[config.mk]
export PLATFORM = sky130hd
export DESIGN_NAME = adc_ctrl
export DESIGN_NICKNAME = d
export VERILOG_FILES = /design/src/hdl/adc_pkg.sv /design/src/hdl/adc_ctrl.sv
export SDC_FILE = /design/constraint.sdc
export NUM_CORES = 1
export LEC_CHECK = 0
export BUFFER_PORTS_ARGS = -buffer_cell sky130_fd_sc_hd__clkbuf_2
export CORE_MARGIN = 3
export CORE_UTILIZATION = 49
export CTS_BUF_LIST = sky130_fd_sc_hd__clkbuf_4
export CTS_CLUSTER_DIAMETER = 100
export DETAILED_ROUTE_END_ITERATION = 10
export HOLD_SLACK_MARGIN = 0.15
export PLACE_DENSITY = 0.84
export SYNTH_ARGS = -nofsm -noshare
export SYNTH_HDL_FRONTEND = slang
export SYNTH_SLANG_ARGS = --single-unit
[constraint.sdc]
create_clock -name clk -period 2 [get_ports clk]
set_input_delay 0.2 -clock clk [delete_from_list [all_inputs] [get_ports clk]]
set_output_delay 0.2 -clock clk [all_outputs]
set_load 0.01 [all_outputs]
[src/hdl/adc_pkg.sv]
// ----------------------------------------------------------------------------
// adc_pkg: shared types and constants of the access decision cache
// Item layouts, command codes, audit kinds and the controller/datapath links.
// ----------------------------------------------------------------------------
`default_nettype none

package adc_pkg;

  localparam int unsigned BUCKETS_DEF = 512;
  localparam int unsigned ENTRIES_DEF = 1024;

  // Command codes of an input item
  localparam logic [1:0] CMD_CHECK  = 2'd0;
  localparam logic [1:0] CMD_INSERT = 2'd1;
  localparam logic [1:0] CMD_FLUSH  = 2'd2;

  // Audit kinds of a result item
  localparam logic [1:0] AUDIT_NONE  = 2'd0;
  localparam logic [1:0] AUDIT_GRANT = 2'd1;
  localparam logic [1:0] AUDIT_DENY  = 2'd2;

  typedef struct packed {
    logic [1:0]  command;
    logic [31:0] subject_id;
    logic [31:0] object_id;
    logic [15:0] object_class;
    logic [31:0] requested_perms;
    logic [31:0] allowed_perms;
    logic [31:0] decided_perms;
    logic [31:0] audit_allow_mask;
    logic [31:0] audit_deny_mask;
    logic [31:0] created_context_id;
  } adc_in_item_t;

  typedef struct packed {
    logic        hit;
    logic        access_granted;
    logic [31:0] denied_perms;
    logic [31:0] audited_perms;
    logic [1:0]  audit_kind;
    logic [31:0] new_context_id;
  } adc_out_item_t;

  // One stored decision entry
  typedef struct packed {
    logic [31:0] subject;
    logic [31:0] object;
    logic [15:0] cls;
    logic [31:0] allowed;
    logic [31:0] decided;
    logic [31:0] audit_deny;
    logic [31:0] audit_allow;
    logic [31:0] created;
  } adc_entry_t;

  // Controller to datapath
  typedef struct packed {
    logic load;
    logic clr_wr;
    logic head_rd;
    logic head_ld;
    logic ent_rd;
    logic ent_step;
    logic set_hit;
    logic sw_start;
    logic sw_head_rd;
    logic sw_head_ld;
    logic sw_rd;
    logic sw_eval;
    logic sw_fix;
    logic sw_next;
    logic alloc_rd;
    logic alloc_wr;
    logic out_load;
  } adc_cmd_t;

  // Datapath to controller
  typedef struct packed {
    logic hash_done;
    logic clr_last;
    logic head_nil;
    logic link_nil;
    logic cur_nil;
    logic match;
    logic is_check;
    logic is_insert;
    logic is_flush;
    logic free_nil;
    logic sw_hot;
    logic prev_nil;
    logic sw_stop;
    logic out_free;
  } adc_sts_t;

endpackage

`default_nettype wire

[src/hdl/adc_ctrl.sv]
// ----------------------------------------------------------------------------
// adc_ctrl: sequencing state machine of the access decision cache
// Steps the clearing pass, the chain walk, the clock sweep and allocation.
// ----------------------------------------------------------------------------
`default_nettype none

module adc_ctrl
  import adc_pkg::*;
(
  input  wire logic     clk,
  input  wire logic     rst_n,
  input  wire logic     in_valid,
  output logic          in_ready,
  input  wire adc_sts_t sts,
  output adc_cmd_t      cmd
);

  typedef enum logic [15:0] {
    S_CLEAR       = 16'h0001,
    S_IDLE        = 16'h0002,
    S_HASH        = 16'h0004,
    S_HEAD_RD     = 16'h0008,
    S_HEAD_LD     = 16'h0010,
    S_ENT_RD      = 16'h0020,
    S_ENT_CMP     = 16'h0040,
    S_SW_HEAD_RD  = 16'h0080,
    S_SW_HEAD_LD  = 16'h0100,
    S_SW_RD       = 16'h0200,
    S_SW_EVAL     = 16'h0400,
    S_SW_FIX      = 16'h0800,
    S_SW_NEXT     = 16'h1000,
    S_ALLOC_RD    = 16'h2000,
    S_ALLOC_WR    = 16'h4000,
    S_DONE        = 16'h8000
  } state_t;

  state_t state_r, state_nxt;
  logic   flush_r, flush_nxt;

  always_ff @(posedge clk) begin
    if (!rst_n) begin
      state_r <= S_CLEAR;
      flush_r <= 1'b0;
    end else begin
      state_r <= state_nxt;
      flush_r <= flush_nxt;
    end
  end

  always_comb begin
    state_nxt = state_r;
    flush_nxt = flush_r;
    cmd       = '0;
    in_ready  = 1'b0;
    unique case (state_r)
      S_CLEAR: begin
        cmd.clr_wr = 1'b1;
        if (sts.clr_last) begin
          state_nxt = flush_r ? S_DONE : S_IDLE;
          flush_nxt = 1'b0;
        end
      end
      S_IDLE: begin
        in_ready = 1'b1;
        if (in_valid) begin
          cmd.load  = 1'b1;
          state_nxt = S_HASH;
        end
      end
      S_HASH: begin
        if (sts.is_flush) begin
          flush_nxt = 1'b1;
          state_nxt = S_CLEAR;
        end else if (!sts.is_check && !sts.is_insert) begin
          state_nxt = S_DONE;
        end else if (sts.hash_done) begin
          state_nxt = S_HEAD_RD;
        end
      end
      S_HEAD_RD: begin
        cmd.head_rd = 1'b1;
        state_nxt   = S_HEAD_LD;
      end
      S_HEAD_LD: begin
        cmd.head_ld = 1'b1;
        if (!sts.head_nil) begin
          state_nxt = S_ENT_RD;
        end else if (!sts.is_insert) begin
          state_nxt = S_DONE;
        end else if (sts.free_nil) begin
          cmd.sw_start = 1'b1;
          state_nxt    = S_SW_HEAD_RD;
        end else begin
          state_nxt = S_ALLOC_RD;
        end
      end
      S_ENT_RD: begin
        cmd.ent_rd = 1'b1;
        state_nxt  = S_ENT_CMP;
      end
      S_ENT_CMP: begin
        if (sts.match) begin
          cmd.set_hit = 1'b1;
          state_nxt   = S_DONE;
        end else begin
          cmd.ent_step = 1'b1;
          if (!sts.link_nil) begin
            state_nxt = S_ENT_RD;
          end else if (!sts.is_insert) begin
            state_nxt = S_DONE;
          end else if (sts.free_nil) begin
            cmd.sw_start = 1'b1;
            state_nxt    = S_SW_HEAD_RD;
          end else begin
            state_nxt = S_ALLOC_RD;
          end
        end
      end
      S_SW_HEAD_RD: begin
        cmd.sw_head_rd = 1'b1;
        state_nxt      = S_SW_HEAD_LD;
      end
      S_SW_HEAD_LD: begin
        cmd.sw_head_ld = 1'b1;
        state_nxt      = sts.head_nil ? S_SW_NEXT : S_SW_RD;
      end
      S_SW_RD: begin
        cmd.sw_rd = 1'b1;
        state_nxt = S_SW_EVAL;
      end
      S_SW_EVAL: begin
        cmd.sw_eval = 1'b1;
        if (!sts.sw_hot && !sts.prev_nil) begin
          state_nxt = S_SW_FIX;
        end else begin
          state_nxt = sts.link_nil ? S_SW_NEXT : S_SW_RD;
        end
      end
      S_SW_FIX: begin
        cmd.sw_fix = 1'b1;
        state_nxt  = sts.cur_nil ? S_SW_NEXT : S_SW_RD;
      end
      S_SW_NEXT: begin
        cmd.sw_next = 1'b1;
        if (!sts.sw_stop) begin
          state_nxt = S_SW_HEAD_RD;
        end else begin
          state_nxt = sts.free_nil ? S_DONE : S_ALLOC_RD;
        end
      end
      S_ALLOC_RD: begin
        cmd.alloc_rd = 1'b1;
        state_nxt    = S_ALLOC_WR;
      end
      S_ALLOC_WR: begin
        cmd.alloc_wr = 1'b1;
        state_nxt    = S_DONE;
      end
      S_DONE: begin
        if (sts.out_free) begin
          cmd.out_load = 1'b1;
          state_nxt    = S_IDLE;
        end
      end
      default: begin
        state_nxt = S_CLEAR;
      end
    endcase
  end

endmodule

`default_nettype wire

==> results of run 1 <==
==> per-layer routing <==
metal  overflow  track usage
met5          0       0.0893
met4         36        0.858
met3          1        0.536
met2         45        0.888
met1          1        0.694
==> metrics by stage <==
step / hold WS [ns] / std cells / utilization
after floorplan: 0.275 / 158 / -
after global placement: 0.441 / 250 / 0.743
after CTS: 0.197 / 270 / 0.875
after detailed placement: 0.448 / 250 / 0.743
==> Yosys cell counts, types with 3 or more instances <==
| cell type | instances | area [sq um] |
|---|---|---|
| or4_4 | 3 | 33.8 |
| nand3b_1 | 4 | 30.0 |
| inv_1 | 8 | 30.0 |
| a21oi_1 | 6 | 30.0 |
| nor4_1 | 4 | 25.0 |
| nor3_1 | 9 | 45.0 |
| nand4_1 | 3 | 18.8 |
| o21ai_0 | 4 | 20.0 |
| dfxtp_1 | 17 | 340 |
| nand2_1 | 9 | 33.8 |
| and2_1 | 7 | 43.8 |
| and3_1 | 3 | 18.8 |
| nor2_1 | 25 | 93.8 |
| nor3b_2 | 3 | 37.5 |
| o21a_1 | 3 | 22.5 |
| and4b_1 | 3 | 30.0 |
| xor2_1 | 3 | 26.3 |
| nor3_2 | 3 | 30.0 |
==> logic make-up after synthesis <==
group	Yosys count	share of synthesized area
flops	17	0.269
simple gates	96	0.488
buf+inv	14	0.0554
xor+xnor	5	0.0346
compound gates	26	0.153
==> repair_timing <==
action / in CTS
setup endpoints to repair: 23
buffers inserted: 19
pin swaps: 12
resized for setup: 35
hold buffers: 2
cloned: 0
hold endpoints to repair: 2
==> impl_metrics.py, run 1 <==
metrics = {
    "global_routing": {
        "grtUsageTotal": 0.724,
        "grt_max_degree": 11,
        "grt-ovfl-total": 83,
    },
    "synthesis": {
        "synth_nets": 175,
        "ys_types": 51,
        "syn_inst": 158,
        "synth_seq_cells": 17,
        "ys_warn_count": 0,
        "synth-main-ff-cell": "dfxtp_1",
        "syn_area_sq_mm": 0.00126,
        "yosysSeqAreaShare": 0.269,
        "synthArstFlopShare": 0,
        "avgSynthCellArea_sq_um": 8.01,
        "synth-edff-count": 0,
    },
    "status": {
        "status": "did not finish",
        "error_line": "[ERROR GRT-0232] Routing congestion too high. Check the congestion heatmap in the GUI.",
        "failed_stage": "global routing (5_1_grt)",
    },
    "placed_design": {
        "hpwlAfterDp_microns": 3170,
        "pre_cts_ws_ns": -0.129,
        "placed_area_sq_mm": 0.00172,
        "place_congestion": 0.941,
        "port-buffer-count": 34,
    },
    "timing": {
        "worstEndpointType": "top-level output",
        "repair-timing-grt-worst-ep": "cmd[16]",
    },
    "clocking": {
        "h-tree-depth": 1,
        "clk_path_buf_depth": 2,
        "cts_buffers": 3,
        "clock_sinks": 17,
        "cts_root_buffer": "clkbuf_4",
    },
    "die": {
        "io_pins": 35,
        "start_util": 0.546,
        "die_width_microns": 56.8,
        "fp.dieH_microns": 56.8,
        "placementRows": 17,
    },
}
==> run 2, diff against run 1 <==
Settings changed: CORE_UTILIZATION 49 to 35, CTS_BUF_LIST sky130_fd_sc_hd__clkbuf_4 to unset, CTS_CLUSTER_DIAMETER 100 to unset, HOLD_SLACK_MARGIN 0.15 to unset, PLACE_DENSITY 0.84 to unset, PLACE_DENSITY_LB_ADDON set to 0.15.
Clock period 2 ns to 2.6 ns, I/O delays scaled along.
==> impl_metrics.py, run 2 <==
metrics = {
    "worst_setup_path": {
        "crit_type": "reg -> out",
        "critPathMaxStageDelay_ns": 0.58,
        "endpoint_kind": "output port",
        "cp.arrival_ns": 2.22,
        "cp-start-kind": "flop",
        "critPathSlowestCell": "or4_4",
        "path_max_fanout": 8,
        "crit_required_ns": 2.34,
        "crit_chain": "or4_4 > nor3_4 > and4b_1 > and2_4 > o21ai_2 > nor2_2 > clkbuf_2",
    },
    "timing": {
        "setup_viol": 0,
        "post-route-period-util": 0.954,
        "rsz0062_at_grt": "false",
        "timing.final.ws_setup_ns": 0.119,
        "clock_skew_ns": 0.00988,
        "relSlewSlack": 0.646,
        "finalCriticalPeriod_ns": 2.48,
        "slew_viol_final": 0,
        "fin_setup_tns_ns": 0,
        "hold_viol_final": 0,
        "fmax_mhz": 403,
        "worst_pin_slew_ns": 0.526,
    },
    "die": {
        "fp.dieH_microns": 66.1,
        "coreArea_sq_mm": 0.00342,
        "die_width_microns": 66.1,
        "start_util": 0.370,
        "die-area_sq_mm": 0.00437,
        "io_pins": 35,
        "placementRows": 21,
    },
    "synthesis": {
        "synth_nets": 175,
        "yosysSeqAreaShare": 0.269,
        "synth_top_cell_by_area": "dfxtp_1",
        "synthTopCellsByCount": "25 x nor2_1, 17 x dfxtp_1, 9 x nand2_1, 9 x nor3_1, 8 x inv_1",
        "synth-main-ff-cell": "dfxtp_1",
        "ys_warn_count": 0,
        "ys_types": 51,
        "avgSynthCellArea_sq_um": 8.01,
        "synthArstFlopShare": 0,
        "synth-edff-count": 0,
        "yosysTopAreaCellShare": 0.269,
        "syn_area_sq_mm": 0.00126,
        "synth_seq_cells": 17,
        "synth_most_common_cell": "nor2_1",
        "synth_area_leaders": "dfxtp_1 27%, nor2_1 7.4%, nor3_1 3.6%",
        "syn_inst": 158,
    },
    "clocking": {
        "h-tree-depth": 1,
        "clk_path_buf_depth": 2,
        "clkLatencyLatePin_ns": 0.30,
        "clk_pin_slew_worst_paths_ns": 0.11,
        "clock_sinks": 17,
        "cts_hold_buf": 0,
        "cts_buffers": 3,
        "cts_tree": "done",
        "cts_root_buffer": "clkbuf_4",
    },
    "status": {
        "status": "finished, final reports clean",
    },
    "cells_and_area": {
        "drive_gt1_frac": 0.340,
        "largest_register": "state_r",
        "layout_common_cells": "34 x clkbuf_2, 24 x nor2_1, 13 x dfxtp_1",
        "fin_nets": 212,
        "largest_register_ffs": 16,
        "syn2layout_area_growth_pct": 22.3,
        "finalInstanceArea_sq_mm": 0.00155,
        "antennaDiodeCount": 0,
        "biggestRegsByFlops": "state_r: 16 flops, flush_r: 1 flops",
        "final_common_cell": "clkbuf_2",
        "layoutNonFillerInstCount": 240,
        "fillers": 353,
    },
    "global_routing": {
        "grt_pass1_wl_microns": 5660,
        "grt_max_degree": 11,
        "antenna_found_initial": 0,
        "grt_pass1_vias": 1230,
        "grt-ovfl-total": 0,
        "grtUsageTotal": 0.165,
    },
    "run": {
        "maxCapViolations": 0,
    },
    "placed_design": {
        "place_congestion": 0.826,
        "placed_area_sq_mm": 0.00146,
        "place_inst": 234,
        "hpwlAfterDp_microns": 2650,
        "port-buffer-count": 34,
        "pre_cts_ws_ns": 0.303,
    },
    "drt": {
        "drtIter0Drc": 70,
        "routedWlPerCell_microns": 13.8,
        "drc": 0,
        "drt-pass1-iter-count": 4,
        "antenna_left": 0,
        "via_per_inst": 5.35,
        "vias": 1285,
        "drt-total-wl_microns": 3310,
    },
    "power_and_ir_drop": {
        "cellPowerDensity_mw_per_mm2": 519,
        "p_leak_nw": 0.641,
        "irDropWorstVdd_v": 0.000208,
    },
    "hold_path": {
        "hp-class": "in -> reg",
    },
}
## run 2: final timing paths
check | cells past startpoint | start | endpoint | slack (ns)
setup / recovery | 7 | state_r[0] | cmd[9] | 0.12
setup reg to reg | 6 | state_r[13] | state_r[13] | 0.35
hold reg to reg | 2 | flush_r | flush_r | 0.55
hold / removal | 2 | sts[4] | state_r[13] | 0.19
## run 2: what timing repair did
| item | in CTS | in global routing |
|---|---|---|
| endpoints found under the hold margin | 0 | 0 |
| pin swaps | 2 | 2 |
| resized for setup | 1 | 11 |
| setup buffers | 2 | 0 |
| endpoints found under the setup margin | 1 | 6 |
## run 2: cell families (layout without fill, tap and decap cells)
| kind of cell | Yosys count | after routing | share of synthesized area |
|---|---|---|---|
| buffers and inverters | 14 | 50 | 0.0554 |
| XOR/XNOR | 5 | 5 | 0.0346 |
| AO/OA/AOI/OAI | 26 | 26 | 0.153 |
| flip-flops | 17 | 17 | 0.269 |
| AND/OR/NAND/NOR | 96 | 96 | 0.488 |
## run 2: layout make-up
| type | instances | area [sq um] | area share |
|---|---|---|---|
| Inverter | 9 | 33.8 | 0.0218 |
| Tap cell | 46 | 57.6 | 0.0372 |
| Timing Repair Buffer | 37 | 193 | 0.125 |
| Sequential cell | 17 | 348 | 0.225 |
| Clock buffer | 4 | 26.3 | 0.0170 |
| Multi-Input combinational cell | 127 | 888 | 0.574 |
## run 2: report_power, final
group	internal, mW	switching [mW]
logic	0.151	0.191
registers	0.280	0.0290
clock network	0.0597	0.0917
total	0.491	0.312
## run 2: critical path, delay by kind of cell, from the launching register on
family,cells,cell delay [ns]
AO/OA/AOI/OAI,1,0.08
buffers and inverters,1,0.14
flip-flops,1,0.39
AND/OR/NAND/NOR,5,1.31
## run 2: per-layer routing
| layer | GRT usage | part of all wire | wire length [microns] | vias up |
|---|---|---|---|---|
| met3 | 0.0306 | 0.057 | 190 | 6 |
| met1 | 0.234 | 0.49 | 1610 | 591 |
| li1 | - | - | - | 656 |
| met2 | 0.254 | 0.44 | 1470 | 32 |
| met4 | 0.0457 | 0.014 | 45 | 0 |
| met5 | 0 | 0 | 0 | - |
## run 2: per-stage QoR
| stage | power, mW | util | hold WS (ns) |
|---|---|---|---|
| 2_1_floorplan | 0.546 | - | 0.335 |
| 4_1_cts | 0.791 | 0.441 | 0.185 |
| 6_report | 0.803 | 0.453 | 0.186 |
| 5_1_grt | 0.859 | 0.453 | 0.180 |
| 3_5_place_dp | 0.636 | 0.429 | 0.503 |
| 3_3_place_gp | 0.633 | 0.429 | 0.503 |
Note: power is estimated with default switching activity, not from simulation.
==> run 3, diff against run 2 <==
Settings changed: BUFFER_PORTS_ARGS -buffer_cell sky130_fd_sc_hd__clkbuf_2 to -buffer_cell sky130_fd_sc_hd__buf_4, CAP_MARGIN set to 25.
==> impl_metrics.py, run 3 (synthesized netlist as in run 2, its figures left out) <==
metrics = {
    "clocking": {
        "clock_sinks": 17,
        "clk_path_buf_depth": 2,
        "cts_root_buffer": "clkbuf_4",
        "clkLatencyLatePin_ns": 0.30,
        "h-tree-depth": 1,
        "clk_pin_slew_worst_paths_ns": 0.11,
        "cts_buffers": 3,
        "cts_hold_buf": 0,
        "cts_tree": "done",
    },
    "global_routing": {
        "grt-ovfl-total": 0,
        "grt_max_degree": 11,
        "grtUsageTotal": 0.165,
        "grt_pass1_vias": 1210,
        "grt_pass1_wl_microns": 5640,
        "antenna_found_initial": 0,
    },
    "power_and_ir_drop": {
        "finalPower_uw": 817,
        "power_frac_comb": 0.439,
        "pwr-share-clk": 0.183,
        "p_int_uw": 503,
        "p_sw_uw": 314,
        "p_leak_nw": 0.661,
        "switching_share": 0.384,
        "cellPowerDensity_mw_per_mm2": 503,
        "irDropWorstVdd_v": 0.000187,
        "seqPwrFrac": 0.378,
    },
    "die": {
        "die_width_microns": 66.1,
        "placementRows": 21,
        "io_pins": 35,
        "start_util": 0.370,
        "fp.dieH_microns": 66.1,
        "coreArea_sq_mm": 0.00342,
        "die-area_sq_mm": 0.00437,
    },
    "status": {
        "status": "finished, final reports clean",
    },
    "placed_design": {
        "pre_cts_ws_ns": 0.309,
        "placed_area_sq_mm": 0.00155,
        "hpwlAfterDp_microns": 2670,
        "place_inst": 234,
        "place_congestion": 0.831,
        "port-buffer-count": 34,
    },
    "timing": {
        "clock_skew_ns": 0.00135,
        "timing.final.ws_setup_ns": 0.0680,
        "hold_viol_final": 0,
        "worst_pin_slew_ns": 0.547,
        "relSlewSlack": 0.632,
        "finalCriticalPeriod_ns": 2.53,
        "slew_viol_final": 0,
        "setup_viol": 0,
        "rsz0062_at_grt": "true",
        "fin_setup_tns_ns": 0,
        "fmax_mhz": 395,
        "post-route-period-util": 0.974,
        "whs_ns": 0.152,
    },
    "drt": {
        "drt-pass1-iter-count": 4,
        "drt-total-wl_microns": 3420,
        "drtIter0Drc": 55,
        "routedWlPerCell_microns": 14.3,
        "vias": 1275,
        "antenna_left": 0,
        "drc": 0,
        "via_per_inst": 5.33,
    },
    "cells_and_area": {
        "largest_register_ffs": 16,
        "layoutNonFillerInstCount": 239,
        "finalInstanceArea_sq_mm": 0.00162,
        "layout_common_cells": "36 x buf_4, 25 x nor2_1, 12 x dfxtp_1",
        "drive_gt1_frac": 0.347,
        "fin_util": 0.475,
        "antennaDiodeCount": 0,
        "largest_register": "state_r",
        "syn2layout_area_growth_pct": 28.4,
        "biggestRegsByFlops": "state_r: 16 flops, flush_r: 1 flops",
        "final_common_cell": "buf_4",
        "fin_nets": 211,
    },
    "worst_setup_path": {
        "endpoint_kind": "output port",
        "rr_worst_depth": 6,
        "cp-start-kind": "flop",
        "crit_required_ns": 2.34,
        "cp.arrival_ns": 2.27,
        "crit_type": "reg -> out",
        "critPathSlowestCell": "or4_4",
        "cp.depth": 7,
        "crit_chain": "or4_4 > nor3_4 > and4b_1 > and2_4 > o21ai_2 > nor2_1 > buf_4",
        "critPathMaxStageDelay_ns": 0.58,
        "cp_top_family": "simple AND/OR/NAND/NOR gates",
        "critical_path_buf_inv_count": 1,
        "path_max_fanout": 6,
    },
    "hold_path": {
        "hp-class": "in -> reg",
        "hold_depth": 2,
    },
    "run": {
        "maxCapViolations": 0,
    },
}
## run 3: changes by cell type in the layout (fill, tap and decap cells not counted), sizes merged
cell / change
buf: +33
clkbuf: -35
clkinv: +1
## run 3: metal layers
layer  wire (microns)  global-route usage  part of all wire
met2             1520               0.257              0.44
met3              165              0.0357             0.048
met1             1700               0.226              0.50
met4               31              0.0533            0.0091
met5                0                   0                 0
## run 3: worst paths after layout
| check | start | endpoint | slack [ns] |
|---|---|---|---|
| worst max-delay path | state_r[9] | cmd[9] | 0.07 |
| worst min-delay path | sts[4] | state_r[13] | 0.15 |
| worst max register to register | state_r[13] | state_r[13] | 0.32 |
| worst min register to register | flush_r | flush_r | 0.55 |
## run 3: power groups by stage
stage	logic (mW)	registers (mW)	clock network [mW]
finish	0.359	0.309	0.149
global placement	0.342	0.305	0
CTS	0.356	0.303	0.152
detailed placement	0.347	0.307	0
global route	0.394	0.314	0.170
floorplan	0.258	0.288	0
## run 3: what timing repair did
action | in CTS | in global routing
gates resized for setup | 2 | 10
pin swaps | 0 | 2
buffers inserted | 0 | 1
endpoints found under the setup margin | 1 | 4
## run 3: worst register-to-register path, stage by stage (launching register included)
cell and delay, ns:
dfxtp_1 0.41, or4_4 0.57, o32a_1 0.37, nor3_2 0.12, a211oi_1 0.10, or2_4 0.30, a2111oi_4 0.31
## run 3: cell type report
class,instances,area [sq um]
clock buffer,3,22.5
clock inverter,1,5.00
fill,362,1790
inverter,9,33.8
multi-input combinational,127,886
sequential,17,349
tap,46,57.6
timing repair buffer,36,270
